$ cat src/design/swa_pkg.sv
`default_nettype none
package swa_pkg;

  localparam int COORD_W            = 16;
  localparam int DIFF_W             = COORD_W + 1;
  localparam int PROD_W             = 2 * DIFF_W;
  localparam int OUT_TIME_W         = 16;
  localparam int TIME_FRAC_BITS_DEF = 15;
  localparam int FRONT_STAGES       = 2;
  localparam int CMP_STAGES         = 2;

  typedef logic signed [COORD_W-1:0] coord_t;
  typedef logic signed [DIFF_W-1:0]  diff_t;
  typedef logic        [COORD_W-1:0] mag_t;
  typedef logic signed [PROD_W-1:0]  prod_t;

  typedef enum logic [2:0] {
    SIDE_NONE   = 3'd0,
    SIDE_LEFT   = 3'd1,
    SIDE_RIGHT  = 3'd2,
    SIDE_TOP    = 3'd3,
    SIDE_BOTTOM = 3'd4
  } side_t;

  typedef struct packed {
    coord_t mover_left;
    coord_t mover_top;
    coord_t mover_right;
    coord_t mover_bottom;
    coord_t speed_x;
    coord_t speed_y;
    coord_t other_left;
    coord_t other_top;
    coord_t other_right;
    coord_t other_bottom;
  } item_t;

  // per-axis distances, already signed by the direction of motion
  typedef struct packed {
    logic  overlap;
    logic  zx;
    logic  zy;
    mag_t  ax;
    mag_t  ay;
    diff_t nxe;
    diff_t nxx;
    diff_t nye;
    diff_t nyx;
    logic  dxe_neg;
    logic  dye_neg;
  } sweep_t;

  // side is SIDE_NONE when there is no hit
  typedef struct packed {
    side_t side;
    mag_t  num;
    mag_t  den;
  } div_req_t;

endpackage
`default_nettype wire

$ cat src/design/swa_cmp.sv
`default_nettype none
module swa_cmp import swa_pkg::*; (
  input  wire logic                  clk,
  input  wire logic [CMP_STAGES-1:0] en,
  input  wire sweep_t                sweep,
  output div_req_t                   req
);

  prod_t    pxe_ay_r, pye_ax_r, pyx_ax_r, pxx_ay_r;
  logic     xe_gt_xx_r, ye_gt_yx_r, xe_gt1_r, ye_gt1_r, negx_r, negy_r;
  logic     zx_r, zy_r, overlap_r, dxe_neg_r, dye_neg_r;
  mag_t     nxe_r, nye_r, ax_r, ay_r;
  div_req_t req_r;

  diff_t    sax, say;
  logic     xgt, xe_gt_yx, ye_gt_xx, hit;
  div_req_t req_nxt;

  assign sax = {1'b0, sweep.ax};
  assign say = {1'b0, sweep.ay};

  // cross products for comparing ratios with different divisors
  always_ff @(posedge clk) begin
    if (en[0]) begin
      pxe_ay_r   <= sweep.nxe * say;
      pye_ax_r   <= sweep.nye * sax;
      pyx_ax_r   <= sweep.nyx * sax;
      pxx_ay_r   <= sweep.nxx * say;
      xe_gt_xx_r <= sweep.nxe > sweep.nxx;
      ye_gt_yx_r <= sweep.nye > sweep.nyx;
      xe_gt1_r   <= sweep.nxe > sax;
      ye_gt1_r   <= sweep.nye > say;
      negx_r     <= sweep.zx || sweep.nxe[DIFF_W-1];
      negy_r     <= sweep.zy || sweep.nye[DIFF_W-1];
      zx_r       <= sweep.zx;
      zy_r       <= sweep.zy;
      overlap_r  <= sweep.overlap;
      dxe_neg_r  <= sweep.dxe_neg;
      dye_neg_r  <= sweep.dye_neg;
      nxe_r      <= sweep.nxe[COORD_W-1:0];
      nye_r      <= sweep.nye[COORD_W-1:0];
      ax_r       <= sweep.ax;
      ay_r       <= sweep.ay;
    end
  end

  // a zero speed gives an entry of minus infinity and an exit of plus infinity
  always_comb begin
    xgt      = !zx_r && (zy_r || (pxe_ay_r > pye_ax_r));
    xe_gt_yx = !zx_r && !zy_r && (pxe_ay_r > pyx_ax_r);
    ye_gt_xx = !zx_r && !zy_r && (pye_ax_r > pxx_ay_r);
    // later entry after earlier exit iff some entry is after some exit
    hit = overlap_r &&
          !((!zx_r && xe_gt_xx_r) || (!zy_r && ye_gt_yx_r) || xe_gt_yx || ye_gt_xx ||
            (negx_r && negy_r) || (!zx_r && xe_gt1_r) || (!zy_r && ye_gt1_r));
    if (!hit) begin
      req_nxt.side = SIDE_NONE;
    end else if (xgt) begin
      req_nxt.side = dxe_neg_r ? SIDE_RIGHT : SIDE_LEFT;
    end else begin
      req_nxt.side = dye_neg_r ? SIDE_BOTTOM : SIDE_TOP;
    end
    req_nxt.num = xgt ? nxe_r : nye_r;
    req_nxt.den = xgt ? ax_r : ay_r;
  end

  always_ff @(posedge clk) begin
    if (en[1]) begin
      req_r <= req_nxt;
    end
  end

  assign req = req_r;

endmodule
`default_nettype wire

$ cat config.mk
export PLATFORM = sky130hd
export DESIGN_NAME = swa_cmp
export DESIGN_NICKNAME = d
export VERILOG_FILES = /design/src/design/swa_pkg.sv /design/src/design/swa_cmp.sv
export SDC_FILE = /design/constraint.sdc
export NUM_CORES = 2
export LEC_CHECK = 0
export ABC_CLOCK_PERIOD_IN_PS = 16810
export BUFFER_PORTS_ARGS = -buffer_cell sky130_fd_sc_hd__buf_4
export CAP_MARGIN = 10
export CORE_UTILIZATION = 60
export DETAILED_ROUTE_END_ITERATION = 7
export MAX_ROUTING_LAYER = met4
export PLACE_DENSITY = 0.75
export SLEW_MARGIN = 20
export SYNTH_ARGS = -nofsm -noshare
export SYNTH_HDL_FRONTEND = slang
export SYNTH_SLANG_ARGS = --single-unit
$ cat constraint.sdc
create_clock -name clk -period 16.81 [get_ports clk]
set_input_delay 0.8405 -clock clk [delete_from_list [all_inputs] [get_ports clk]]
set_output_delay 0.8405 -clock clk [all_outputs]
set_load 0.05 [all_outputs]
==> run metrics <==
DRT iter0 DRCs between 3000 and 4000; GR Util All Layers 0.348; #FFs+latches synth 246; distinct cell type count after synthesis 78; Slew @ Worst Pin 0.992 ns; I/O Buffers approximately 140; worst min path class input port to flip-flop; Main synth FF type edfxtp_1; routed via count between 30000 and 40000; CTS Buf Count 28; Die Footprint 90800 um^2; Synth Net Count 7443; maximum capacitance violations 0; Critical Path Max Stage Delay approximately 0.67 ns; Top Ports around 140; First-pass DRT Iterations 7; Final setup viols 0; clk_skew between 0.015 and 0.02 ns; Via density roughly 5.6; RSZ-0062 raised after global routing false; CTS Buffer Depth 3; first-pass GRT wire length 232000 um; CP Cell Sequence buf_4 > clkinv_1 > nor2_1 > fa_1 > inv_1 > fa_1 > fa_1 > fa_1 > inv_1 > fa_1 > inv_1 > fa_1 > inv_1 > ha_1 > nand4_1 > nor3_1 > o311ai_1 > a31oi_1 > and4_1 > a21oi_1 > o31ai_1 > mux2i_1 > nand4_1; P&R area growth vs syn 5.26%; Clock Latency Late Sink slightly below 0.6 ns; Crit. End Element flip-flop; met3 WL post-DR around 15000 um; DIE HEIGHT 301 um; Max-slew headroom 0.338; DR WL met2 between 60000 and 70000 um; Post-DRT Antenna Nets 0; pin count of the biggest net entering global routing 78; CTS Hold Bufs 0; most common cell in the netlist inv_1; critical path type input port to flip-flop; share of flip-flops with an asynchronous set or reset 0; status finished with violations; WP data arrival 7.54 ns; fmax 0.138 GHz; count of final hold-check violations 0; wire per inst between 20 and 25 um; share of layout cells above drive strength 1 0.0430; total length of routed wires 146000 um; vias in the first global route 41200; Syn Inst Count between 5000 and 6000; nets about 7400; DRC 70; antenna violations before repair 10; GPL Wtd Cong 0.959; CTS tree yes; gr ovfl total 0; minimum clock period 7.23 ns; CP most frequent cell fa_1; core box area slightly below 90000 um^2; chip width around 300 um; violated checks design-rule violations; Critical Path Start Type input port; Setup Fix Bufs, Post-CTS 0; Critical path buffers and inverters 6; FP Rows approximately 110; Crit path max-delay family adder cells; Tcrit/Tclk final 0.430; htree depth 1; clk sinks 246; cts repair resizes 0; DRT met1 WL between 50000 and 60000 um; WP data required between 15 and 20 ns; worst hold slack 0.446 ns; post-synthesis sequential area ratio 0.137; top sig layer met4; Starting Density 0.607; Slew Limit Fails 0; Crit Path Max Fanout 20; Syn Std Cell Area roughly 54000 um^2; setup TNS 0 ns; Synth Warn # 0; Post-synth top cells inv_1, fa_1, nand2_1; largest area contributor in the netlist fa_1; Post-DP HPWL about 110000 um; CP max-delay cell clkinv_1; Root Driver clkbuf_16; CTS clock-pin slew for the worst setup and hold paths approximately 0.07 ns; Post-synth EDFFs 246; synth top area cells fa_1, edfxtp_1, ha_1; Synth top area share 0.416; average footprint of a synthesized cell roughly 9.4 um^2
==> state kept, by name, indices dropped and copies added, names as in the netlist, 16 cells and up <==
signal	flops
nxe_r	16
pxx_ay_r	34
nye_r	16
ay_r	16
pye_ax_r	34
pxe_ay_r	34
req	35
ax_r	16
pyx_ax_r	34
==> routing by layer <==
layer,GRT usage,vias up
met2,0.524,2003
met3,0.0535,321
met4,0.120,0
met5,-,-
li1,-,17000
met1,0.483,19600
==> metrics by stage <==
step | instances | cell area [um^2] | utilization | worst slack [ns]
2_1_floorplan | 5703 | 53700 | - | 9.94
3_3_place_gp | 6840 | 55600 | 0.629 | 9.26
3_5_place_dp | 6840 | 55600 | 0.629 | 9.13
4_1_cts | 6891 | 56600 | 0.639 | 9.71
5_1_grt | 6893 | 56600 | 0.639 | 9.29
6_report | 6894 | 56600 | 0.639 | 9.58
==> layout make-up <==
cell class | instances | area [um^2]
multi-input cells | 3681 | 39700
fillers | 7329 | 31900
flip-flops and latches | 246 | 7390
inverters | 1603 | 6020
well taps | 1165 | 1460
repair buffers | 145 | 1090
clock buffers | 33 | 741
clock inverters | 18 | 184
diodes | 3 | 7.51
==> cell usage in the layout, fill, tap and decap left out, types with 6 or more instances in the layout <==
cell type     n
fa_1       1116
o21bai_1     13
a21o_1       77
inv_1      1588
o2111ai_1     6
nor2_1      316
o21ai_0      68
o31ai_1      11
o31a_1        6
buf_4       144
nand2_1     695
o211ai_1     10
nor3_1       22
edfxtp_1    246
or2_2         6
nand3_1      20
nor4_1        9
clkbuf_16    29
and3_1       11
xnor2_1     108
and2_1      239
nand2b_1     16
a31oi_1      10
mux2_2       32
o21ai_1       9
a21oi_1     147
ha_1        516
o21a_1       30
xor2_1       23
a211oi_1     16
clkinv_1     17
nor2b_1      27
nand4_1      39
==> cells by family after synthesis <==
| group | count (synthesis) | share of synthesized area |
|---|---|---|
| AOI/OAI and AO/OA | 461 | 0.0557 |
| xor gates and xnor gates | 131 | 0.0213 |
| adders and majority gates | 1632 | 0.536 |
| buffers and inverters | 1776 | 0.124 |
| DFF | 246 | 0.137 |
| muxes | 35 | 0.00726 |
| and+or+nand+nor | 1422 | 0.118 |
==> worst paths after layout <==
kind	startpoint	endpoint	slack, ns	cells past startpoint
worst max-delay path	sweep[92]	pyx_ax_r[33]	9.58	23
worst min-delay path	sweep[104]	overlap_r	0.45	1
worst max register to register	pxe_ay_r[25]	req[16]	13.18	9
worst min register to register	ax_r[10]	req[10]	0.54	1
Power is left out: the tool's default activity adds up to more than one toggle a clock period on the data nets, which glitch-free logic cannot reach.
