[config.mk]
export PLATFORM = sky130hd
export DESIGN_NAME = swa_front
export DESIGN_NICKNAME = d
export VERILOG_FILES = /design/src/design/swa_pkg.sv /design/src/design/swa_front.sv
export SDC_FILE = /design/constraint.sdc
export NUM_CORES = 1
export LEC_CHECK = 0
export ABC_AREA = 1
export BUFFER_PORTS_ARGS = -buffer_cell sky130_fd_sc_hd__clkbuf_2
export CAP_MARGIN = 10
export CORE_ASPECT_RATIO = 1.25
export CORE_MARGIN = 2
export CORE_UTILIZATION = 25
export CTS_BUF_LIST = sky130_fd_sc_hd__clkbuf_8
export DETAILED_ROUTE_END_ITERATION = 12
export PLACE_DENSITY = 0.43
export SKIP_LAST_GASP = 1
export SLEW_MARGIN = 20
export SYNTH_ARGS = -nofsm -noshare
export SYNTH_HDL_FRONTEND = slang
export SYNTH_SLANG_ARGS = --single-unit
[constraint.sdc]
create_clock -name clk -period 2.6 [get_ports clk]
set_clock_uncertainty 0.2 [all_clocks]
set_input_delay 0 -clock clk [delete_from_list [all_inputs] [get_ports clk]]
set_output_delay 0 -clock clk [all_outputs]
set_load 0.02 [all_outputs]
[src/design/swa_pkg.sv]
`default_nettype none
package swa_pkg;

  localparam int COORD_W            = 16;
  localparam int DIFF_W             = COORD_W + 1;
  localparam int PROD_W             = 2 * DIFF_W;
  localparam int OUT_TIME_W         = 16;
  localparam int TIME_FRAC_BITS_DEF = 15;
  localparam int FRONT_STAGES       = 2;
  localparam int CMP_STAGES         = 2;

  typedef logic signed [COORD_W-1:0] coord_t;
  typedef logic signed [DIFF_W-1:0]  diff_t;
  typedef logic        [COORD_W-1:0] mag_t;
  typedef logic signed [PROD_W-1:0]  prod_t;

  typedef enum logic [2:0] {
    SIDE_NONE   = 3'd0,
    SIDE_LEFT   = 3'd1,
    SIDE_RIGHT  = 3'd2,
    SIDE_TOP    = 3'd3,
    SIDE_BOTTOM = 3'd4
  } side_t;

  typedef struct packed {
    coord_t mover_left;
    coord_t mover_top;
    coord_t mover_right;
    coord_t mover_bottom;
    coord_t speed_x;
    coord_t speed_y;
    coord_t other_left;
    coord_t other_top;
    coord_t other_right;
    coord_t other_bottom;
  } item_t;

  // per-axis distances, already signed by the direction of motion
  typedef struct packed {
    logic  overlap;
    logic  zx;
    logic  zy;
    mag_t  ax;
    mag_t  ay;
    diff_t nxe;
    diff_t nxx;
    diff_t nye;
    diff_t nyx;
    logic  dxe_neg;
    logic  dye_neg;
  } sweep_t;

  // side is SIDE_NONE when there is no hit
  typedef struct packed {
    side_t side;
    mag_t  num;
    mag_t  den;
  } div_req_t;

endpackage
`default_nettype wire

[src/design/swa_front.sv]
`default_nettype none
module swa_front import swa_pkg::*; (
  input  wire logic                    clk,
  input  wire logic [FRONT_STAGES-1:0] en,
  input  wire item_t                   item,
  output sweep_t                       sweep
);

  diff_t  dxe_r, dxx_r, dye_r, dyx_r;
  diff_t  bl_r, bt_r, br_r, bb_r;
  coord_t ol_r, ot_r, or_r, ob_r;
  logic   vxneg_r, vyneg_r, zx_r, zy_r;
  mag_t   ax_r, ay_r;
  sweep_t sweep_r;

  diff_t ml, mt, mr, mb, vx, vy, ol, ot, orr, ob;
  logic  vxpos, vypos;
  diff_t dxe_nxt, dxx_nxt, dye_nxt, dyx_nxt, bl_nxt, bt_nxt, br_nxt, bb_nxt;
  sweep_t sweep_nxt;

  always_comb begin
    ml  = {item.mover_left[COORD_W-1],   item.mover_left};
    mt  = {item.mover_top[COORD_W-1],    item.mover_top};
    mr  = {item.mover_right[COORD_W-1],  item.mover_right};
    mb  = {item.mover_bottom[COORD_W-1], item.mover_bottom};
    vx  = {item.speed_x[COORD_W-1],      item.speed_x};
    vy  = {item.speed_y[COORD_W-1],      item.speed_y};
    ol  = {item.other_left[COORD_W-1],   item.other_left};
    ot  = {item.other_top[COORD_W-1],    item.other_top};
    orr = {item.other_right[COORD_W-1],  item.other_right};
    ob  = {item.other_bottom[COORD_W-1], item.other_bottom};
    vxpos = !item.speed_x[COORD_W-1] && (item.speed_x != '0);
    vypos = !item.speed_y[COORD_W-1] && (item.speed_y != '0);
    // broad-phase box widened by the displacement
    bl_nxt  = vxpos ? ml : ml + vx;
    br_nxt  = vxpos ? mr + vx : mr;
    bt_nxt  = vypos ? mt : mt + vy;
    bb_nxt  = vypos ? mb + vy : mb;
    dxe_nxt = vxpos ? ol - mr : orr - ml;
    dxx_nxt = vxpos ? orr - ml : ol - mr;
    dye_nxt = vypos ? ot - mb : ob - mt;
    dyx_nxt = vypos ? ob - mt : ot - mb;
  end

  always_ff @(posedge clk) begin
    if (en[0]) begin
      dxe_r   <= dxe_nxt;
      dxx_r   <= dxx_nxt;
      dye_r   <= dye_nxt;
      dyx_r   <= dyx_nxt;
      bl_r    <= bl_nxt;
      bt_r    <= bt_nxt;
      br_r    <= br_nxt;
      bb_r    <= bb_nxt;
      ol_r    <= item.other_left;
      ot_r    <= item.other_top;
      or_r    <= item.other_right;
      ob_r    <= item.other_bottom;
      vxneg_r <= item.speed_x[COORD_W-1];
      vyneg_r <= item.speed_y[COORD_W-1];
      zx_r    <= (item.speed_x == '0);
      zy_r    <= (item.speed_y == '0);
      ax_r    <= item.speed_x[COORD_W-1] ? mag_t'(-item.speed_x) : mag_t'(item.speed_x);
      ay_r    <= item.speed_y[COORD_W-1] ? mag_t'(-item.speed_y) : mag_t'(item.speed_y);
    end
  end

  always_comb begin
    sweep_nxt.overlap = (bl_r <= diff_t'(or_r)) && (br_r >= diff_t'(ol_r)) &&
                        (bt_r <= diff_t'(ob_r)) && (bb_r >= diff_t'(ot_r));
    sweep_nxt.zx      = zx_r;
    sweep_nxt.zy      = zy_r;
    sweep_nxt.ax      = ax_r;
    sweep_nxt.ay      = ay_r;
    // fold the sign of the speed into the distance so the divisor is positive
    sweep_nxt.nxe     = vxneg_r ? -dxe_r : dxe_r;
    sweep_nxt.nxx     = vxneg_r ? -dxx_r : dxx_r;
    sweep_nxt.nye     = vyneg_r ? -dye_r : dye_r;
    sweep_nxt.nyx     = vyneg_r ? -dyx_r : dyx_r;
    sweep_nxt.dxe_neg = dxe_r[DIFF_W-1];
    sweep_nxt.dye_neg = dye_r[DIFF_W-1];
  end

  always_ff @(posedge clk) begin
    if (en[1]) begin
      sweep_r <= sweep_nxt;
    end
  end

  assign sweep = sweep_r;

endmodule
`default_nettype wire

==> results.json, run 1 <==
{
  "cts.clk_slew.worst_paths_ns": 0.06,
  "synthesis.instances": 2714,
  "placement.io_buffers": 267,
  "global_route.overflow_total": 0,
  "worst_ir_drop_vdd_v": 0.000361,
  "synth_top_cell_area_share_pct": 44.6,
  "setup_viol": 1,
  "die_area_um2": 94300,
  "critical-path-max-stage-delay_ns": 0.56,
  "numPlacedInstances": 4168,
  "worst_path_dominant_cell_family": "buffers and inverters",
  "first_iter_violations": 1005,
  "routed_via_density": 4.45,
  "static-leakage-power_nw": 14.3,
  "placement.cell_area_um2": 25900,
  "tritoncts": "done",
  "tritoncts.num_buffers": 68,
  "clk_path_buf_depth": 3,
  "yosysUniqueCellTypes": 39,
  "vias": 20497,
  "yosys_warnings": 0,
  "first_pass_iters": 5,
  "wl_per_cell_um": 17.8,
  "rows": 124,
  "worst-endpoint-required_ns": 2.80,
  "route.final.wire_length_um": 81900,
  "layout.filler_cells": 9664,
  "multi_input_area_um2": 11000,
  "ys_seq_elements": 341,
  "final_layout_setup_total_negative_slack_ns": -0.0120,
  "cellPowerDensity_nw_per_um2": 569,
  "finalWeightedCongestion": 0.912,
  "postLayoutSetupSlackWorst_ns": -0.0120,
  "area_growth_pct": 32.6,
  "syn_area_um2": 23000,
  "maxCapViolations": 0,
  "synthesis.area_per_instance_um2": 8.46,
  "timing_max_transition_violations_final": 0,
  "netlist.top_cell.by_area": "sky130_fd_sc_hd__edfxtp_1",
  "timing.critical_path.arrival_ns": 2.82,
  "critPathMaxFanout": 6,
  "critical_path_depth": 12,
  "grt_use_total_pct": 17.3,
  "synthMostInstantiatedCell": "sky130_fd_sc_hd__nand2_1",
  "synthTopCellsByArea": "sky130_fd_sc_hd__edfxtp_1 45%, sky130_fd_sc_hd__ha_1 11%, sky130_fd_sc_hd__nand2_1 11%",
  "ant_nets": 0,
  "dp.final_hpwl_um": 64400,
  "clk_lat_worst_skew_ns": 0.67,
  "register_area_um2": 10200,
  "grt_antenna_before_repair": 12,
  "timing_hold_violations_final": 0,
  "tightest_slew_ns": 0.482,
  "synth-seq-area-share_pct": 44.6,
  "clockRootBuffer": "sky130_fd_sc_hd__clkbuf_8",
  "wire_length_of_the_first_global_routing_pass_um": 122000,
  "hold_depth": 5,
  "slew_headroom_pct": 67.7,
  "post_synth_most_frequent_cells": "659 x sky130_fd_sc_hd__nand2_1, 422 x sky130_fd_sc_hd__inv_1, 341 x sky130_fd_sc_hd__edfxtp_1",
  "number_of_global_route_vias_before_repair": 20855,
  "layout_worst_path_cycle_share_pct": 100,
  "max_freq_mhz": 383,
  "failed_checks": "setup timing",
  "critPathCaptureType": "flip-flop",
  "y_dimension_of_the_die_um": 343,
  "finalNetCount": 3728,
  "drive_above_1_share_pct": 12.6,
  "critical_path_start_end_classification": "input pin to flip-flop",
  "die_width_um": 275,
  "crit_path_slowest_cell": "sky130_fd_sc_hd__dlygate4sd3_1",
  "crit_buf_inv": 4,
  "grt_max_degree": 69,
  "synth_async_sr_flop_share_pct": 0,
  "clock-sinks": 341,
  "run_status": "finished with violations",
  "cp-start-kind": "input pin",
  "synth_enable_flop_cells": 341,
  "core-area_um2": 91200,
  "design_area_um2": 30400,
  "ff2ff_path_depth": 10,
  "remaining_drcs": 0,
  "hp-class": "input pin to flip-flop",
  "floorplan.initialDensity_pct": 25.2,
  "htreeDepth": 3,
  "critical_path.cell_chain": "dlygate4sd3_1 -> clkbuf_2 -> ha_1 -> inv_1 -> o21ai_0 -> nand3_1 -> nand2_1 -> a21oi_2 -> or2_2 -> nand3_1 -> nand2_1 -> dlygate4sd3_1",
  "final.min_clock_period_ns": 2.61,
  "setup_repair_after_global_routing_missed_its_margin": "yes",
  "number_of_non_filler_instances_in_the_completed_layout": 4608,
  "synth_flop_cell": "sky130_fd_sc_hd__edfxtp_1",
  "pin_count": 268,
  "syn-num-nets": 3087
}
==> path summary, 6_finish.rpt <==
path / slack (ns) / end / start
worst max register to register: 0.41 / sweep[104] / br_r[14]
worst min-delay path: 0.04 / ax_r[3] / item[80]
worst max-delay path: -0.01 / br_r[12] / item[89]
worst min register to register: 0.21 / sweep[77] / ay_r[7]
==> cell type report <==
type / instances / area share (%)
clock inverter: 49 / 1.13
tap: 1197 / 4.92
inverter: 426 / 5.26
multi-input combinational: 1906 / 36.0
timing repair buffer: 612 / 15.9
clock buffer: 68 / 3.07
antenna: 9 / 0.0740
sequential: 341 / 33.6
==> layout by cell type (no fill, tap or decap), types with 40 or more instances in the layout <==
master,instances
sky130_fd_sc_hd__clkbuf_8,68
sky130_fd_sc_hd__a21oi_1,147
sky130_fd_sc_hd__ha_1,195
sky130_fd_sc_hd__nor3_1,40
sky130_fd_sc_hd__edfxtp_1,341
sky130_fd_sc_hd__nand2_1,658
sky130_fd_sc_hd__xor2_1,92
sky130_fd_sc_hd__clkbuf_2,261
sky130_fd_sc_hd__inv_1,437
sky130_fd_sc_hd__nor2_1,181
sky130_fd_sc_hd__o21ai_0,130
sky130_fd_sc_hd__dlygate4sd3_1,311
sky130_fd_sc_hd__nand3_1,237
==> tightest hold or removal path, cell delays in order <==
cell                             delay (ns)
sky130_fd_sc_hd__dlymetal6s4s_1        0.35
sky130_fd_sc_hd__inv_1                 0.13
sky130_fd_sc_hd__nand3_1               0.11
sky130_fd_sc_hd__nand2_1               0.08
sky130_fd_sc_hd__xor2_1                0.06
==> registers in the layout, summed over array words and instances, names as in the netlist, 17 cells and up <==
register and flops:
dxe_r 17, bt_r 17, sweep 105, bl_r 17, dyx_r 17, dxx_r 17, dye_r 17, bb_r 17
br_r 17
==> power breakdown <==
| part | internal (mW) | switching (mW) |
|---|---|---|
| registers | 6.88 | 0.312 |
| logic | 1.81 | 2.91 |
| clock network | 2.86 | 2.57 |
| total | 11.5 | 5.79 |
==> stage by stage <==
step / util [%] / setup WS [ns] / hold slack [ns] / total power [mW]
after floorplan: - / 0.699 / -0.101 / 9.88
after global placement: 28.4 / 0.305 / -0.00463 / 11.6
after detailed placement: 28.4 / 0.279 / -0.00405 / 11.6
after CTS: 33.2 / 0.0150 / 0.0105 / 17.6
after global routing: 33.4 / -0.0955 / 0.0189 / 18.5
final: 33.4 / -0.0120 / 0.0381 / 17.3
==> layer usage <==
metal,track usage (%),vias to the layer above,share of wire [%]
li1,-,10383,-
met2,32.9,493,53
met4,7.17,8,3.8
met5,0,-,0.063
met3,3.26,161,4.7
met1,18.6,9452,39
==> cells by family after synthesis <==
| kind of cell | after synthesis | synth area share, % |
|---|---|---|
| AO/OA/AOI/OAI | 373 | 8.74 |
| buffers and inverters | 467 | 8.06 |
| flip-flops | 341 | 44.6 |
| AND/OR/NAND/NOR | 1196 | 22.1 |
| XOR/XNOR | 127 | 4.84 |
| adder cells (fa/ha/maj) | 210 | 11.7 |
==> timing repair <==
item / 4_1_cts / 5_1_grt
gates resized for setup: 0 / 33
hold buffers: 311 / 4
buffers inserted: 0 / 4
endpoints found under the setup margin: 0 / 44
hold endpoints to repair: 575 / 3
(Power assumes the default switching activity.)
==> run 2: changes to the inputs <==
ABC_AREA = not set   (was 1)
GPL_ROUTABILITY_DRIVEN = 1   (was not set)
SETUP_SLACK_MARGIN = 0.1   (was not set)
==> run 2 against run 1 <==
The flow still finishes with violations (setup timing). Combinational power increased by 4%. Sequential power increased by 2%. Total power decreased by 0.61%. Via count decreased by 11%. Fmax decreased by 5.4%. Synthesized cell count decreased by 28%. Critical path depth decreased by 3. Non-clock buffer count increased by 221. Core utilization increased by 3.5 points. Sequential cell count unchanged. Critical endpoint is now sweep[104]. Largest power group unchanged.
==> results.json, run 2 <==
{
  "multi_input_area_um2": 10500,
  "worst_ir_drop_vdd_v": 0.000420,
  "synth_flop_cell": "sky130_fd_sc_hd__edfxtp_1",
  "synth_top_family_by_area": "compound AO/OA/AOI/OAI gates",
  "yosysUniqueCellTypes": 63,
  "synth.area.mux_share_pct": 1.38,
  "synth-seq-area-share_pct": 48.8,
  "synth_xor_area_share_pct": 7.63,
  "routed_via_density": 4.62,
  "timing.reg2reg.setup_slack_ns": -0.16,
  "synthMostInstantiatedCell": "sky130_fd_sc_hd__edfxtp_1",
  "finalWeightedCongestion": 0.846,
  "area_growth_pct": 45.9,
  "syn-num-nets": 2331,
  "core-area_um2": 83000,
  "dp.final_hpwl_um": 53400,
  "global_route.overflow_total": 0,
  "yosys_warnings": 0,
  "number_of_global_route_vias_before_repair": 18571,
  "timing_max_transition_violations_final": 0,
  "ys_seq_elements": 341,
  "clk_path_buf_depth": 3,
  "final_cell_mix": "342 x sky130_fd_sc_hd__dlygate4sd3_1, 341 x sky130_fd_sc_hd__edfxtp_1, 265 x sky130_fd_sc_hd__clkbuf_2",
  "holdWs_ns": 0.0206,
  "setup_viol": 2,
  "remaining_drcs": 0,
  "timing_hold_violations_final": 0,
  "worst-endpoint-required_ns": 2.81,
  "rows": 118,
  "synth_top_cell_area_share_pct": 48.8,
  "drive_above_1_share_pct": 24.1,
  "static-leakage-power_nw": 13.1,
  "finalNetCount": 3187,
  "tightest_slew_ns": 0.789,
  "syn_area_um2": 21000,
  "ant_nets": 0,
  "cellPowerDensity_nw_per_um2": 562,
  "die_area_um2": 86400,
  "synthesis.area_per_instance_um2": 10.7,
  "htreeDepth": 2,
  "die_width_um": 263,
  "tritoncts": "done",
  "clk_lat_worst_skew_ns": 0.73,
  "critPathCaptureType": "flip-flop",
  "cp-start-kind": "flip-flop",
  "layout_worst_path_cycle_share_pct": 106,
  "slew_headroom_pct": 47.3,
  "max_freq_mhz": 362,
  "wl_per_cell_um": 18.3,
  "finish.utilization_pct": 36.9,
  "setup_repair_after_global_routing_missed_its_margin": "yes",
  "post_synth_fa_ha_maj_area_fraction_pct": 12.8,
  "y_dimension_of_the_die_um": 328,
  "final.min_clock_period_ns": 2.76,
  "hp-class": "input pin to flip-flop",
  "timing.critical_path.arrival_ns": 2.97,
  "first_pass_iters": 5,
  "first_iter_violations": 963,
  "cts.clk_slew.worst_paths_ns": 0.06,
  "synth_async_sr_flop_share_pct": 0,
  "grt_use_total_pct": 16.1,
  "layout_commonest_cell": "sky130_fd_sc_hd__dlygate4sd3_1",
  "grt_antenna_before_repair": 10,
  "synthesis.instances": 1958,
  "layout.filler_cells": 8354,
  "post_synth_most_frequent_cells": "341 x sky130_fd_sc_hd__edfxtp_1, 224 x sky130_fd_sc_hd__nand2_1, 202 x sky130_fd_sc_hd__ha_1",
  "tritoncts.num_buffers": 61,
  "postLayoutSetupSlackWorst_ns": -0.161,
  "synth_simple_gate_area_share_pct": 11.9,
  "floorplan.initialDensity_pct": 25.3,
  "placement.io_buffers": 267,
  "run_status": "finished with violations",
  "clockRootBuffer": "sky130_fd_sc_hd__clkbuf_8",
  "max_reg_flops": 105,
  "netlist.top_cell.by_area": "sky130_fd_sc_hd__edfxtp_1",
  "critPathMaxFanout": 1,
  "wire_length_of_the_first_global_routing_pass_um": 106000,
  "final_layout_setup_total_negative_slack_ns": -0.211,
  "route.final.wire_length_um": 72100,
  "critical_path_start_end_classification": "flip-flop to flip-flop",
  "maxCapViolations": 0,
  "clock-sinks": 341,
  "synthTopCellsByArea": "sky130_fd_sc_hd__edfxtp_1 49%, sky130_fd_sc_hd__ha_1 12%, sky130_fd_sc_hd__xnor2_1 5.7%",
  "register_area_um2": 10200,
  "vias": 18201,
  "failed_checks": "setup timing",
  "pin_count": 268,
  "grt_max_degree": 67,
  "dp_slack_ns": -0.394,
  "synth_enable_flop_cells": 341,
  "synth-compound-area-share_pct": 13.7
}
==> run 2: changes by cell type after synthesis, sizes merged, moves of 23 or more <==
| cell | delta |
|---|---|
| a21o | +34 |
| a21oi | -56 |
| inv | -261 |
| nand2 | -437 |
| nand3 | -214 |
| nor2 | -81 |
| nor2b | +23 |
| o21ai | -24 |
| o31ai | +30 |
| xnor2 | +102 |
| xor2 | -46 |
==> run 2: cells by family after synthesis <==
| logic type | count (synthesis) |
|---|---|
| simple gates | 538 |
| compound gates | 452 |
| flops | 341 |
| fa+ha+maj | 210 |
| buf+inv | 206 |
| xor+xnor | 183 |
| mux | 28 |
==> run 2: path summary, 6_finish.rpt <==
kind,startpoint,end,depth (start not counted)
worst max register to register,ot_r[0],sweep[104],9
worst min-delay path,item[146],dxe_r[2],7
worst max-delay path,ot_r[0],sweep[104],9
worst min register to register,ay_r[0],sweep[70],0
==> run 2: routing by layer <==
layer / GRT usage (%) / vias up / wire length, um
li1: - / 8858 / -
met1: 18.8 / 8671 / 29800
met2: 28.4 / 504 / 35300
met3: 3.45 / 158 / 3880
met4: 6.97 / 10 / 3140
met5: 0 / - / 72
==> run 2: layout make-up <==
type                    count  area share, %
diodes                      4         0.0327
flip-flops and latches    341           33.4
repair buffers            833           21.9
well taps                1080           4.41
multi-input cells        1412           34.4
clock inverters            47           1.08
inverters                 165           2.02
clock buffers              61           2.74
==> run 2: worst max-delay path: stages (launching register included) <==
cell and delay, ns:
sky130_fd_sc_hd__edfxtp_1 0.37, sky130_fd_sc_hd__ha_1 0.27, sky130_fd_sc_hd__nand2b_1 0.14, sky130_fd_sc_hd__a21o_1 0.17, sky130_fd_sc_hd__a21oi_1 0.17, sky130_fd_sc_hd__o21ai_1 0.13
sky130_fd_sc_hd__a221o_1 0.34, sky130_fd_sc_hd__a41oi_2 0.25, sky130_fd_sc_hd__o2111a_2 0.32, sky130_fd_sc_hd__nor4_1 0.07
==> run 2: what timing repair did <==
item / 4_1_cts / 5_1_grt
gates resized for setup: 13 / 119
setup buffers: 1 / 18
hold endpoints to repair: 577 / 25
hold buffers: 347 / 11
endpoints found under the setup margin: 5 / 94
gates cloned: 0 / 3
pin swaps: 4 / 33
==> run 2: power by group <==
part | internal [mW] | total [mW] | leakage (nW) | switching [mW]
Combinational | 2.32 | 4.90 | 9.10 | 2.58
Sequential | 6.92 | 7.30 | 3.33 | 0.372
Clock | 2.60 | 5.04 | 0.665 | 2.44
Total | 11.8 | 17.2 | 13.1 | 5.39
==> run 2: stage by stage <==
stage / instances / total power [mW] / instance area, um2
floorplan: 1958 / 9.72 / 21000
detailed placement: 3462 / 11.6 / 25200
CTS: 3918 / 17.3 / 29900
global placement: 3462 / 11.5 / 25200
finish: 3943 / 17.2 / 30600
global route: 3943 / 18.2 / 30600
