### src/design/swa_pkg.sv
`default_nettype none
package swa_pkg;

  localparam int COORD_W            = 16;
  localparam int DIFF_W             = COORD_W + 1;
  localparam int PROD_W             = 2 * DIFF_W;
  localparam int OUT_TIME_W         = 16;
  localparam int TIME_FRAC_BITS_DEF = 15;
  localparam int FRONT_STAGES       = 2;
  localparam int CMP_STAGES         = 2;

  typedef logic signed [COORD_W-1:0] coord_t;
  typedef logic signed [DIFF_W-1:0]  diff_t;
  typedef logic        [COORD_W-1:0] mag_t;
  typedef logic signed [PROD_W-1:0]  prod_t;

  typedef enum logic [2:0] {
    SIDE_NONE   = 3'd0,
    SIDE_LEFT   = 3'd1,
    SIDE_RIGHT  = 3'd2,
    SIDE_TOP    = 3'd3,
    SIDE_BOTTOM = 3'd4
  } side_t;

  typedef struct packed {
    coord_t mover_left;
    coord_t mover_top;
    coord_t mover_right;
    coord_t mover_bottom;
    coord_t speed_x;
    coord_t speed_y;
    coord_t other_left;
    coord_t other_top;
    coord_t other_right;
    coord_t other_bottom;
  } item_t;

  // per-axis distances, already signed by the direction of motion
  typedef struct packed {
    logic  overlap;
    logic  zx;
    logic  zy;
    mag_t  ax;
    mag_t  ay;
    diff_t nxe;
    diff_t nxx;
    diff_t nye;
    diff_t nyx;
    logic  dxe_neg;
    logic  dye_neg;
  } sweep_t;

  // side is SIDE_NONE when there is no hit
  typedef struct packed {
    side_t side;
    mag_t  num;
    mag_t  den;
  } div_req_t;

endpackage
`default_nettype wire

### src/design/swa_div.sv
`default_nettype none
module swa_div import swa_pkg::*; #(
  parameter int TIME_FRAC_BITS = TIME_FRAC_BITS_DEF
) (
  input  wire logic                    clk,
  input  wire logic [TIME_FRAC_BITS:0] en,
  input  wire div_req_t                req,
  output side_t                        side,
  output logic [OUT_TIME_W-1:0]        entry_time
);

  localparam int NDIV = TIME_FRAC_BITS + 1;
  localparam int QW   = TIME_FRAC_BITS + 1;
  localparam logic [QW-1:0] TIME_ONE = QW'(1) << TIME_FRAC_BITS;

  mag_t          r_r   [NDIV];
  mag_t          den_r [NDIV];
  logic [QW-1:0] q_r   [NDIV];
  side_t         side_r[NDIV];

  // first step yields the integer bit, the rest one fraction bit each
  logic ge0;
  assign ge0 = req.num >= req.den;

  always_ff @(posedge clk) begin
    if (en[0]) begin
      r_r[0]    <= ge0 ? req.num - req.den : req.num;
      den_r[0]  <= req.den;
      q_r[0]    <= QW'(ge0);
      side_r[0] <= req.side;
    end
  end

  for (genvar k = 1; k < NDIV; k++) begin : g_step
    logic [COORD_W:0] rs, dw, diff;
    logic             ge;
    assign rs   = {r_r[k-1], 1'b0};
    assign dw   = {1'b0, den_r[k-1]};
    assign diff = rs - dw;
    assign ge   = rs >= dw;

    always_ff @(posedge clk) begin
      if (en[k]) begin
        r_r[k]    <= ge ? diff[COORD_W-1:0] : rs[COORD_W-1:0];
        den_r[k]  <= den_r[k-1];
        q_r[k]    <= {q_r[k-1][QW-2:0], ge};
        side_r[k] <= side_r[k-1];
      end
    end
  end

  logic [QW-1:0] tsel;
  assign tsel = (side_r[NDIV-1] == SIDE_NONE) ? TIME_ONE : q_r[NDIV-1];
  assign side = side_r[NDIV-1];

  if (QW > OUT_TIME_W) begin : g_sat
    assign entry_time = (|tsel[QW-1:OUT_TIME_W]) ? '1 : tsel[OUT_TIME_W-1:0];
  end else begin : g_nosat
    assign entry_time = OUT_TIME_W'(tsel);
  end

endmodule
`default_nettype wire

### config.mk
export PLATFORM = sky130hd
export DESIGN_NAME = swa_div
export DESIGN_NICKNAME = d
export VERILOG_FILES = /design/src/design/swa_pkg.sv /design/src/design/swa_div.sv
export SDC_FILE = /design/constraint.sdc
export NUM_CORES = 1
export LEC_CHECK = 0
export BUFFER_PORTS_ARGS = -buffer_cell sky130_fd_sc_hd__buf_2
export CAP_MARGIN = 5
export CORE_ASPECT_RATIO = 1.1
export CORE_MARGIN = 4
export CORE_UTILIZATION = 62
export CTS_CLUSTER_SIZE = 14
export DETAILED_ROUTE_END_ITERATION = 10
export HOLD_SLACK_MARGIN = 0.05
export PLACE_DENSITY_LB_ADDON = 0.15
export SLEW_MARGIN = 30
export SYNTH_ARGS = -nofsm -noshare
export SYNTH_HDL_FRONTEND = slang
export SYNTH_SLANG_ARGS = --single-unit
### constraint.sdc
create_clock -name clk -period 3.2 [get_ports clk]
set_input_delay 0.32 -clock clk [delete_from_list [all_inputs] [get_ports clk]]
set_output_delay 0.32 -clock clk [all_outputs]
set_load 0.03 [all_outputs]
==> reports/results.ini, run 1 <==
[status]
status = completed

[pwr]
vdd_drop_max_mv = 0.4806
finalPower_mw = 38.82
power_density_mw_per_mm2 = 992.0
p_leak_nw = 16.09

[min_path]
min_path_cells = 3
holdCritPathClass = in -> reg
whs_endpoint = r_r[0][1]$_DFFE_PP_
hp-start = req[17]

[synth]
yosysSeqAreaShare_pct = 57.40
synth_largest_area_cell = edfxtp_1
async_flop_share_pct = 0
synth_edf_count = 664
syn_inst = 2761
synthFlopType = edfxtp_1
synth_seq_cells = 664
synth_common_cells = edfxtp_1 (664), inv_1 (335), ha_1 (255)
syn-num-nets = 3083
syn_area_per_cell_um2 = 12.58
synthTopCellsByArea = edfxtp_1 (57%), ha_1 (9.2%), inv_1 (3.6%)
netlist_area_mm2 = 0.03474
synth_cell_types = 89
yosysWarnings = 0
synth.most_common_cell = edfxtp_1
synth_top_area_share_pct = 57.40

[global_route]
grt_max_degree = 51
grt_pass1_wl_um = 113100
overflow = 0
grt_usage_pct = 23.46
antenna_found_initial = 0
grt_pass1_vias = 22224

[clock_tree]
numCtsBuffers = 71
max-clock-path-buffers = 3
cts_tree = done
clkTransAtPathRegs_ps = 60
cts_root_buf = clkbuf_16
htreeDepth = 3
clkSinkCount = 664
clk-insertion-delay-late_ps = 620

[critical_path]
worstReg2RegStart = r_r[0][64]$_SDFFCE_PN0P_
start_kind = register
crit_fanout = 17
crit_path_end_kind = register
r2r-end = r_r[0][82]$_DFFE_PP_
reg2reg_slack_ps = 140
worstPathArrival_ps = 3410
path_class = reg -> reg
reg2reg_depth = 10
crit_required_ps = 3550

[route]
drtIter0Drc = 1349
wl_per_cell_um = 18.96
dr.max_layer_used = met4
vias = 21679
ant_nets = 0
via_per_inst = 5.792
wl_met2_um = 38470
drt-met1-wl_um = 27570
dr.pass1.iters = 6
met3_length_um = 2454
drt-total-wl_um = 70950
drc_errors = 0

[timing]
finalHoldViolations = 0
fin_crit_sh_pct = 95.71
rsz0062_at_grt = false
maxSlewViolCount = 0
max-slew-margin-rel_pct = 37.31
finalSetupTns_ps = 0
setup_viol = 0
maxClockFrequency_ghz = 0.3265
skew_ps = 19.48
layout_min_cycle_time_ps = 3063
tightest_slew_ps = 940.4

[finish]
num_antenna_cells = 0
fin_area_mm2 = 0.03914
multi_input_area_mm2 = 0.01337
regArea_mm2 = 0.01994
utilization_pct = 70.93
drive_gt1_share_pct = 12.67
area_growth_pct = 12.66
finish.net_count = 3273
num-fill-cells = 3788

[placed_design]
placed_cell_area_mm2 = 0.03626
finalWeightedCongestion = 0.9139
hpwl_um = 52190
port_buffers = 70

[job]
maxCapViolations = 0

[die]
num_rows = 90
ios = 71
start_util_pct = 62.95
die_h_um = 256.3
core-area_mm2 = 0.05518
dieArea_mm2 = 0.05988
die_w_um = 233.7

## cell usage in the layout (no fill, tap or decap), drive strengths merged, types with 17 or more instances in the layout
cell type,synthesis,final
edfxtp,664,664
inv,336,339
ha,255,255
nor2,153,153
o21ai,150,150
nand2,148,148
a21oi,139,139
mux2,126,126
buf,26,122
xnor2,112,112
clkbuf,12,85
a21o,76,76
xor2,58,58
nor2b,57,57
nor3,47,47
o21a,40,40
nand4,37,37
dlygate4sd3,0,33
clkinv,0,28
nand2b,27,27
a31oi,23,23
o31ai,23,23
a211oi,22,22
o21bai,19,19
nand3,17,17
## logic make-up (layout without fill, tap and decap cells)
logic type,after synthesis,after routing,share of synthesized area [%]
flip-flops,664,664,57.40
adder cells (fa/ha/maj),270,270,10.05
multiplexers,142,142,4.783
XOR/XNOR,170,170,4.286
AO/OA/AOI/OAI,597,597,11.57
buffers and inverters,374,620,4.380
AND/OR/NAND/NOR,544,544,7.535
## stage by stage
stage               instances  hold WS [ps]  worst slack (ps)
detailed placement       3578         404.5             23.16
global placement         3577         401.8             73.67
finish                   3743         91.77             137.3
floorplan                2761         400.3             230.3
CTS                      3740         63.29             3.897
global route             3743         107.8             6.860
## sequential cells by signal, summed over array words and instances, names as in the netlist
register	flops
q_r	136
den_r	240
side_r	48
r_r	240
## report_power, final
group / internal, mW / total [mW] / switching [mW] / leakage [nW]
logic: 7.70 / 16.4 / 8.68 / 8.42
clock network: 5.04 / 8.52 / 3.48 / 1.17
registers: 12.7 / 13.9 / 1.23 / 6.50
## metal layers
metal  up-vias  global-route usage (%)
li1      10530                       -
met1     10530                   27.23
met5         -                       0
met2       464                   43.67
met4         0                   9.062
met3       155                   3.086
## worst max-delay path: stages (launching register included)
cell	delay [ps]
edfxtp_1	380
ha_1	330
nor2b_1	170
o31ai_2	330
a21oi_1	150
o31a_1	320
o21a_1	240
o21ai_4	230
a21oi_2	90
buf_6	220
mux2_2	320
## repair_timing
item                       4_1_cts  5_1_grt
hold endpoints to repair        33        0
hold buffers                    33        0
setup endpoints to repair        0       54
buffers inserted                 0        3
resized for setup                0       14
## cell type report
type | instances | share of cell area [%]
clock buffer | 85 | 4.674
clock inverter | 44 | 1.525
inverter | 336 | 3.223
multi-input combinational | 1723 | 34.15
sequential | 664 | 50.95
tap | 736 | 2.353
timing repair buffer | 155 | 3.124
## worst max-delay path by stage
stage / depth (start not counted) / endpoint / from / slack (ps)
detailed placement: 10 / r_r[1][50]$_DFFE_PP_ / r_r[1][32]$_SDFFCE_PN0P_ / 20
global placement: 10 / r_r[1][50]$_DFFE_PP_ / r_r[1][32]$_SDFFCE_PN0P_ / 70
CTS: 10 / r_r[1][50]$_DFFE_PP_ / r_r[1][32]$_SDFFCE_PN0P_ / 4
finish: 10 / r_r[0][82]$_DFFE_PP_ / r_r[0][64]$_SDFFCE_PN0P_ / 140
floorplan: 13 / r_r[0][10]$_DFFE_PP_ / req[16] / 230
global route: 12 / r_r[0][120]$_DFFE_PP_ / den_r[0][97]$_DFFE_PP_ / 7
Power figures use the tool's default switching activity.
==> run 2, diff against run 1 <==
CELL_PAD_IN_SITES_DETAIL_PLACEMENT = 2   (was unset)
CELL_PAD_IN_SITES_GLOBAL_PLACEMENT = 2   (was unset)
CORE_MARGIN = unset   (was 4)
CORE_UTILIZATION = 45   (was 62)
RECOVER_POWER = 25   (was unset)
==> reports/results.ini, run 2 (same netlist as run 1, synthesis figures left out) <==
[route]
wl_per_cell_um = 29.94  ; +58%
drtIter0Drc = 1684  ; +25%
via_per_inst = 5.933  ; +2.4%
vias = 24188  ; +12%
drt-met1-wl_um = 43870  ; +59%
dr.pass1.iters = 7  ; +1
wl_met2_um = 66880  ; +74%
met3_length_um = 4488  ; +83%
ant_nets = 0  ; unchanged
drt-total-wl_um = 122100  ; +72%
drc_errors = 0  ; unchanged
dr.max_layer_used = met4

[timing]
layout_min_cycle_time_ps = 3344  ; +281.5 ps
fin_crit_sh_pct = 104.5  ; +8.8 points
finalHoldViolations = 0  ; unchanged
worst_slack_ps = -144.3  ; -281.5 ps
maxClockFrequency_ghz = 0.2990  ; -8.4%
max-slew-margin-rel_pct = -96.48  ; -130 points
maxSlewViolCount = 323  ; +323
setup_viol = 23  ; +23
skew_ps = 29.38  ; +9.899 ps
tightest_slew_ps = 2947  ; +2007 ps

[finish]
utilization_pct = 52.48  ; -18 points
area_growth_pct = 15.21
most-common-layout-cells = edfxtp_1 (664), inv_1 (335), ha_1 (250)
num_antenna_cells = 0  ; unchanged
fin_area_mm2 = 0.04002  ; +2.3%
finish.net_count = 3319  ; +1.4%
final_common_cell = edfxtp_1
final_cell_count_no_fill = 4077  ; +8.9%
largestRegisters = den_r (240), r_r (240), q_r (136)
drive_gt1_share_pct = 14.59  ; +1.9 points

[critical_path]
start_kind = register
crit_fanout = 14  ; -3
reg2reg_depth = 7  ; -3
worstReg2RegStart = r_r[0][77]$_DFFE_PP_
r2r-end = r_r[0][86]$_DFFE_PP_
crit_required_ps = 3560  ; about the same
startpoint = r_r[0][77]$_DFFE_PP_
crit_path_end_kind = register
worstPathArrival_ps = 3700  ; +290 ps
crit_end = r_r[0][86]$_DFFE_PP_
reg2reg_slack_ps = -140  ; -280 ps
path_class = reg -> reg

[job]
maxCapViolations = 8  ; +8

[pwr]
finalPower_mw = 43.10  ; +11%
p_leak_nw = 16.25  ; +1.0%
vdd_drop_max_mv = 0.4226  ; -12%
power_density_mw_per_mm2 = 1077  ; +8.6%

[die]
die_h_um = 293.4  ; +14%
core-area_mm2 = 0.07626  ; +38%
ios = 71  ; unchanged
dieArea_mm2 = 0.07831  ; +31%
die_w_um = 266.9  ; +14%
num_rows = 106  ; +18%
start_util_pct = 45.55  ; -17 points

[placed_design]
dp_cells = 3869  ; +8.1%
port_buffers = 70  ; unchanged
hpwl_um = 76840  ; +47%
preCtsSetupSlack_ps = -300.3  ; -323.5 ps
placed_cell_area_mm2 = 0.03667  ; +1.1%
finalWeightedCongestion = 0.8559  ; -6.3%

[clock_tree]
max-clock-path-buffers = 3  ; unchanged
cts_root_buf = clkbuf_16
cts_tree = done
clk-insertion-delay-late_ps = 640  ; +20 ps
numCtsBuffers = 76  ; +7.0%
htreeDepth = 3  ; unchanged
clkSinkCount = 664  ; unchanged
clkTransAtPathRegs_ps = 70  ; about the same

[status]
status = complete, but fails checks
violations = capacitance limit, slew limit, setup timing

[global_route]
grt_usage_pct = 30.41  ; +7.0 points
grt_pass1_vias = 26825  ; +21%
overflow = 0  ; unchanged
grt_pass1_wl_um = 175900  ; +56%
grt_max_degree = 51  ; unchanged
antenna_found_initial = 0  ; unchanged

[min_path]
holdCritPathClass = in -> reg

## run 2: changes by cell type in the layout (fill, tap and decap cells not counted), moves of 6 or more
cell,delta
buf_4,+30
clkbuf_1,+24
buf_2,-17
o21ai_0,-14
o21ai_2,+9
clkbuf_16,+7
a31oi_1,-6
## run 2: repair_timing
item	CTS	global route
gates cloned	0	1
pin swaps	7	22
setup endpoints to repair	116	165
hold buffers	33	0
hold endpoints to repair	33	0
setup buffers	9	33
resized for setup	29	50
## run 2: layout make-up
class / count / area, µm²
Clock buffer: 93 / 1987
Clock inverter: 39 / 401.6
Fill cell: 7281 / 36240
Inverter: 336 / 1261
Multi-Input combinational cell: 1723 / 13590
Sequential cell: 664 / 19940
Tap cell: 1026 / 1284
Timing Repair Buffer: 196 / 1556
## run 2: worst min path at each step
stage	cells past startpoint	from	to
finish	2	req[26]	r_r[0][10]$_DFFE_PP_
global route	2	req[26]	r_r[0][10]$_DFFE_PP_
CTS	2	req[26]	r_r[0][10]$_DFFE_PP_
detailed placement	0	side_r[0][4]$_DFFE_PP_	side_r[0][7]$_DFFE_PP_
global placement	0	side_r[0][0]$_DFFE_PP_	side_r[0][3]$_DFFE_PP_
floorplan	0	q_r[0][83]$_DFFE_PP_	q_r[0][100]$_DFFE_PP_
## run 2: power by group
part	total, mW	internal [mW]	switching [mW]
clock	8.97	4.99	3.98
sequential	14.4	12.7	1.65
combinational	19.7	8.44	11.3
## run 2: metal layers
layer	global-route usage [%]	vias up
li1	-	10602
met1	32.00	12500
met2	58.45	733
met3	4.442	353
met4	14.72	0
met5	0	-
## run 2: metrics by stage
step	hold WS (ps)	TNS (ps)
2_1_floorplan	400.3	0
6_report	74.04	-1551
5_1_grt	57.26	-1908
4_1_cts	50.55	0
3_5_place_dp	406.3	-6370
3_3_place_gp	401.6	0
## run 2: critical path, stage by stage, from the launching register on
cell	delay (ps)
edfxtp_1	440
ha_1	400
a21oi_1	270
inv_1	100
a2111oi_0	990
a21oi_2	300
buf_12	260
mux2_2	300
==> run 3, diff against run 2 <==
REMOVE_ABC_BUFFERS = 1   (was unset)
==> reports/results.ini, run 3 (same netlist as run 1, synthesis figures left out) <==
[route]
ant_nets = 0  ; unchanged
drtIter0Drc = 1669  ; -0.89%
dr.pass1.iters = 5  ; -2
via_per_inst = 5.923  ; -0.17%
drt-total-wl_um = 122600  ; +0.46%
drc_errors = 0  ; unchanged
wl_per_cell_um = 30.00  ; +0.19%
vias = 24212  ; +0.099%

[pwr]
p_switching_mw = 17.11  ; +1.1%
power_density_mw_per_mm2 = 1080  ; +0.25%
netSwitchingFraction_pct = 39.25  ; about the same
finalPower_mw = 43.59  ; +1.1%
seq_power_share_pct = 33.0  ; -0.4 points
p_int_mw = 26.48  ; +1.2%
vdd_drop_max_mv = 0.4289  ; +1.5%
p_leak_nw = 16.40  ; +0.92%
clkPwrFrac_pct = 21.0  ; +0.2 points
combPwrFrac_pct = 45.9  ; about the same

[min_path]
min_path_cells = 3  ; +1
whs_endpoint = r_r[0][1]$_DFFE_PP_
holdCritPathClass = in -> reg
hp-start = req[17]

[timing]
max-slew-margin-rel_pct = -92.25  ; +4.2 points
skew_ps = 31.46  ; +2.081 ps
finalHoldViolations = 0  ; unchanged
maxClockFrequency_ghz = 0.3124  ; +4.5%
layout_min_cycle_time_ps = 3201  ; -143.0 ps
maxSlewViolCount = 343  ; +6.2%
worst_slack_ps = -1.301  ; +143.0 ps
setup_viol = 1  ; -96%
fin_crit_sh_pct = 100.0  ; -4.5 points
tightest_slew_ps = 2884  ; -63.52 ps
finalSetupTns_ps = -1.301  ; +1550 ps

[placed_design]
placed_cell_area_mm2 = 0.03682  ; +0.42%
finalWeightedCongestion = 0.8397  ; -1.9%
preCtsSetupSlack_ps = -335.5  ; -35.16 ps
hpwl_um = 80450  ; +4.7%
port_buffers = 70  ; unchanged

[clock_tree]
clkTransAtPathRegs_ps = 70  ; about the same
clkSinkCount = 664  ; unchanged
numCtsBuffers = 77  ; +1.3%
cts_root_buf = clkbuf_16
cts_tree = done
clk-insertion-delay-late_ps = 650  ; about the same
max-clock-path-buffers = 3  ; unchanged
htreeDepth = 3  ; unchanged

[global_route]
overflow = 0  ; unchanged
grt_pass1_wl_um = 180200  ; +2.4%
grt_usage_pct = 31.12  ; +0.71 points
antenna_found_initial = 0  ; unchanged
grt_pass1_vias = 27443  ; +2.3%
grt_max_degree = 50  ; -2.0%

[critical_path]
start_kind = register
crit_required_ps = 3570  ; about the same
path_class = reg -> reg
reg2reg_depth = 12  ; +5
r2r-end = r_r[0][58]$_DFFE_PP_
reg2reg_slack_ps = -1  ; +140 ps
worstReg2RegStart = den_r[0][37]$_DFFE_PP_
crit_fanout = 23  ; +9
worstPathArrival_ps = 3570  ; -130 ps
crit_path_end_kind = register

[finish]
area_growth_pct = 16.23
num_antenna_cells = 0  ; unchanged
fin_area_mm2 = 0.04037  ; +0.88%
finish.net_count = 3329  ; +0.30%
utilization_pct = 52.94  ; +0.46 points
largestRegisters = den_r (240), r_r (240), q_r (136)
num-fill-cells = 7250  ; -0.43%
most-common-layout-cells = edfxtp_1 (664), inv_1 (332), ha_1 (249)
drive_gt1_share_pct = 15.55  ; +0.96 points
final_common_cell = edfxtp_1

[die]
core-area_mm2 = 0.07626  ; unchanged
ios = 71  ; unchanged
dieArea_mm2 = 0.07831  ; unchanged
die_w_um = 266.9  ; unchanged
num_rows = 106  ; unchanged
die_h_um = 293.4  ; unchanged
start_util_pct = 45.55  ; unchanged

[status]
status = complete, but fails checks
violations = capacitance limit, slew limit, setup timing

[job]
maxCapViolations = 9  ; +1

-- run 3: cell count changes in the layout (fill, tap and decap cells not counted), sizes merged --
cell	previous run	this run
clkbuf	116	124
clkinv	25	27
buf	140	141
bufinv	7	8
inv	340	339
-- run 3: layout make-up --
cell class | instances | area (µm²) | share of cell area (%)
clock buffers | 93 | 2029 | 5.027
clock inverters | 41 | 439.2 | 1.088
inverters | 336 | 1261 | 3.124
multi-input cells | 1723 | 13810 | 34.19
flip-flops and latches | 664 | 19940 | 49.39
well taps | 1026 | 1284 | 3.180
repair buffers | 205 | 1615 | 4.001
-- run 3: how the worst max path moves through the flow --
| stage | startpoint | end | depth (start not counted) |
|---|---|---|---|
| floorplan | r_r[1][48]$_SDFFCE_PN0P_ | r_r[1][73]$_DFFE_PP_ | 9 |
| global placement | r_r[0][69]$_DFFE_PP_ | r_r[0][84]$_DFFE_PP_ | 7 |
| detailed placement | r_r[1][48]$_SDFFCE_PN0P_ | r_r[1][68]$_DFFE_PP_ | 10 |
| CTS | den_r[1][18]$_DFFE_PP_ | r_r[1][42]$_DFFE_PP_ | 12 |
| global route | den_r[0][62]$_DFFE_PP_ | r_r[0][67]$_DFFE_PP_ | 10 |
| finish | den_r[0][37]$_DFFE_PP_ | r_r[0][58]$_DFFE_PP_ | 12 |
-- run 3: routing by layer --
metal  GRT usage, %  wire length (µm)
met1          31.74             43060
met2          60.42             68310
met3          4.107              4124
met4          16.96              7132
met5              0                 0
-- run 3: through the flow --
stage,hold WS [ps],std cells
after global placement,401.4,3887
after floorplan,400.3,2723
after global routing,81.63,4088
final,65.98,4088
after CTS,58.19,4063
after detailed placement,405.2,3888
-- run 3: power by group through the flow --
stage / sequential (mW) / clock [mW] / combinational [mW]
after floorplan: 13.5 / 0 / 12.1
after global placement: 14.1 / 0 / 16.1
after detailed placement: 14.4 / 0 / 17.8
after CTS: 14.3 / 9.21 / 18.8
after global routing: 14.5 / 9.53 / 21.3
final: 14.4 / 9.17 / 20.0
-- run 3: worst max-delay path, cell delays in order (launching register included) --
cell and delay [ps]:
edfxtp_1 410, inv_1 80, ha_1 440, and4_1 390, nand3_1 180, nor3_1 400
a2111oi_2 120, buf_4 170, a21boi_2 170, buf_12 160, buf_4 180, nand2_1 100
o21ai_0 120
-- run 3: timing repair --
action / CTS / global route
hold buffers: 33 / 0
endpoints found under the hold margin: 33 / 0
pin swaps: 10 / 34
setup endpoints to repair: 146 / 156
buffers inserted: 8 / 23
gates cloned: 0 / 2
gates resized for setup: 44 / 82
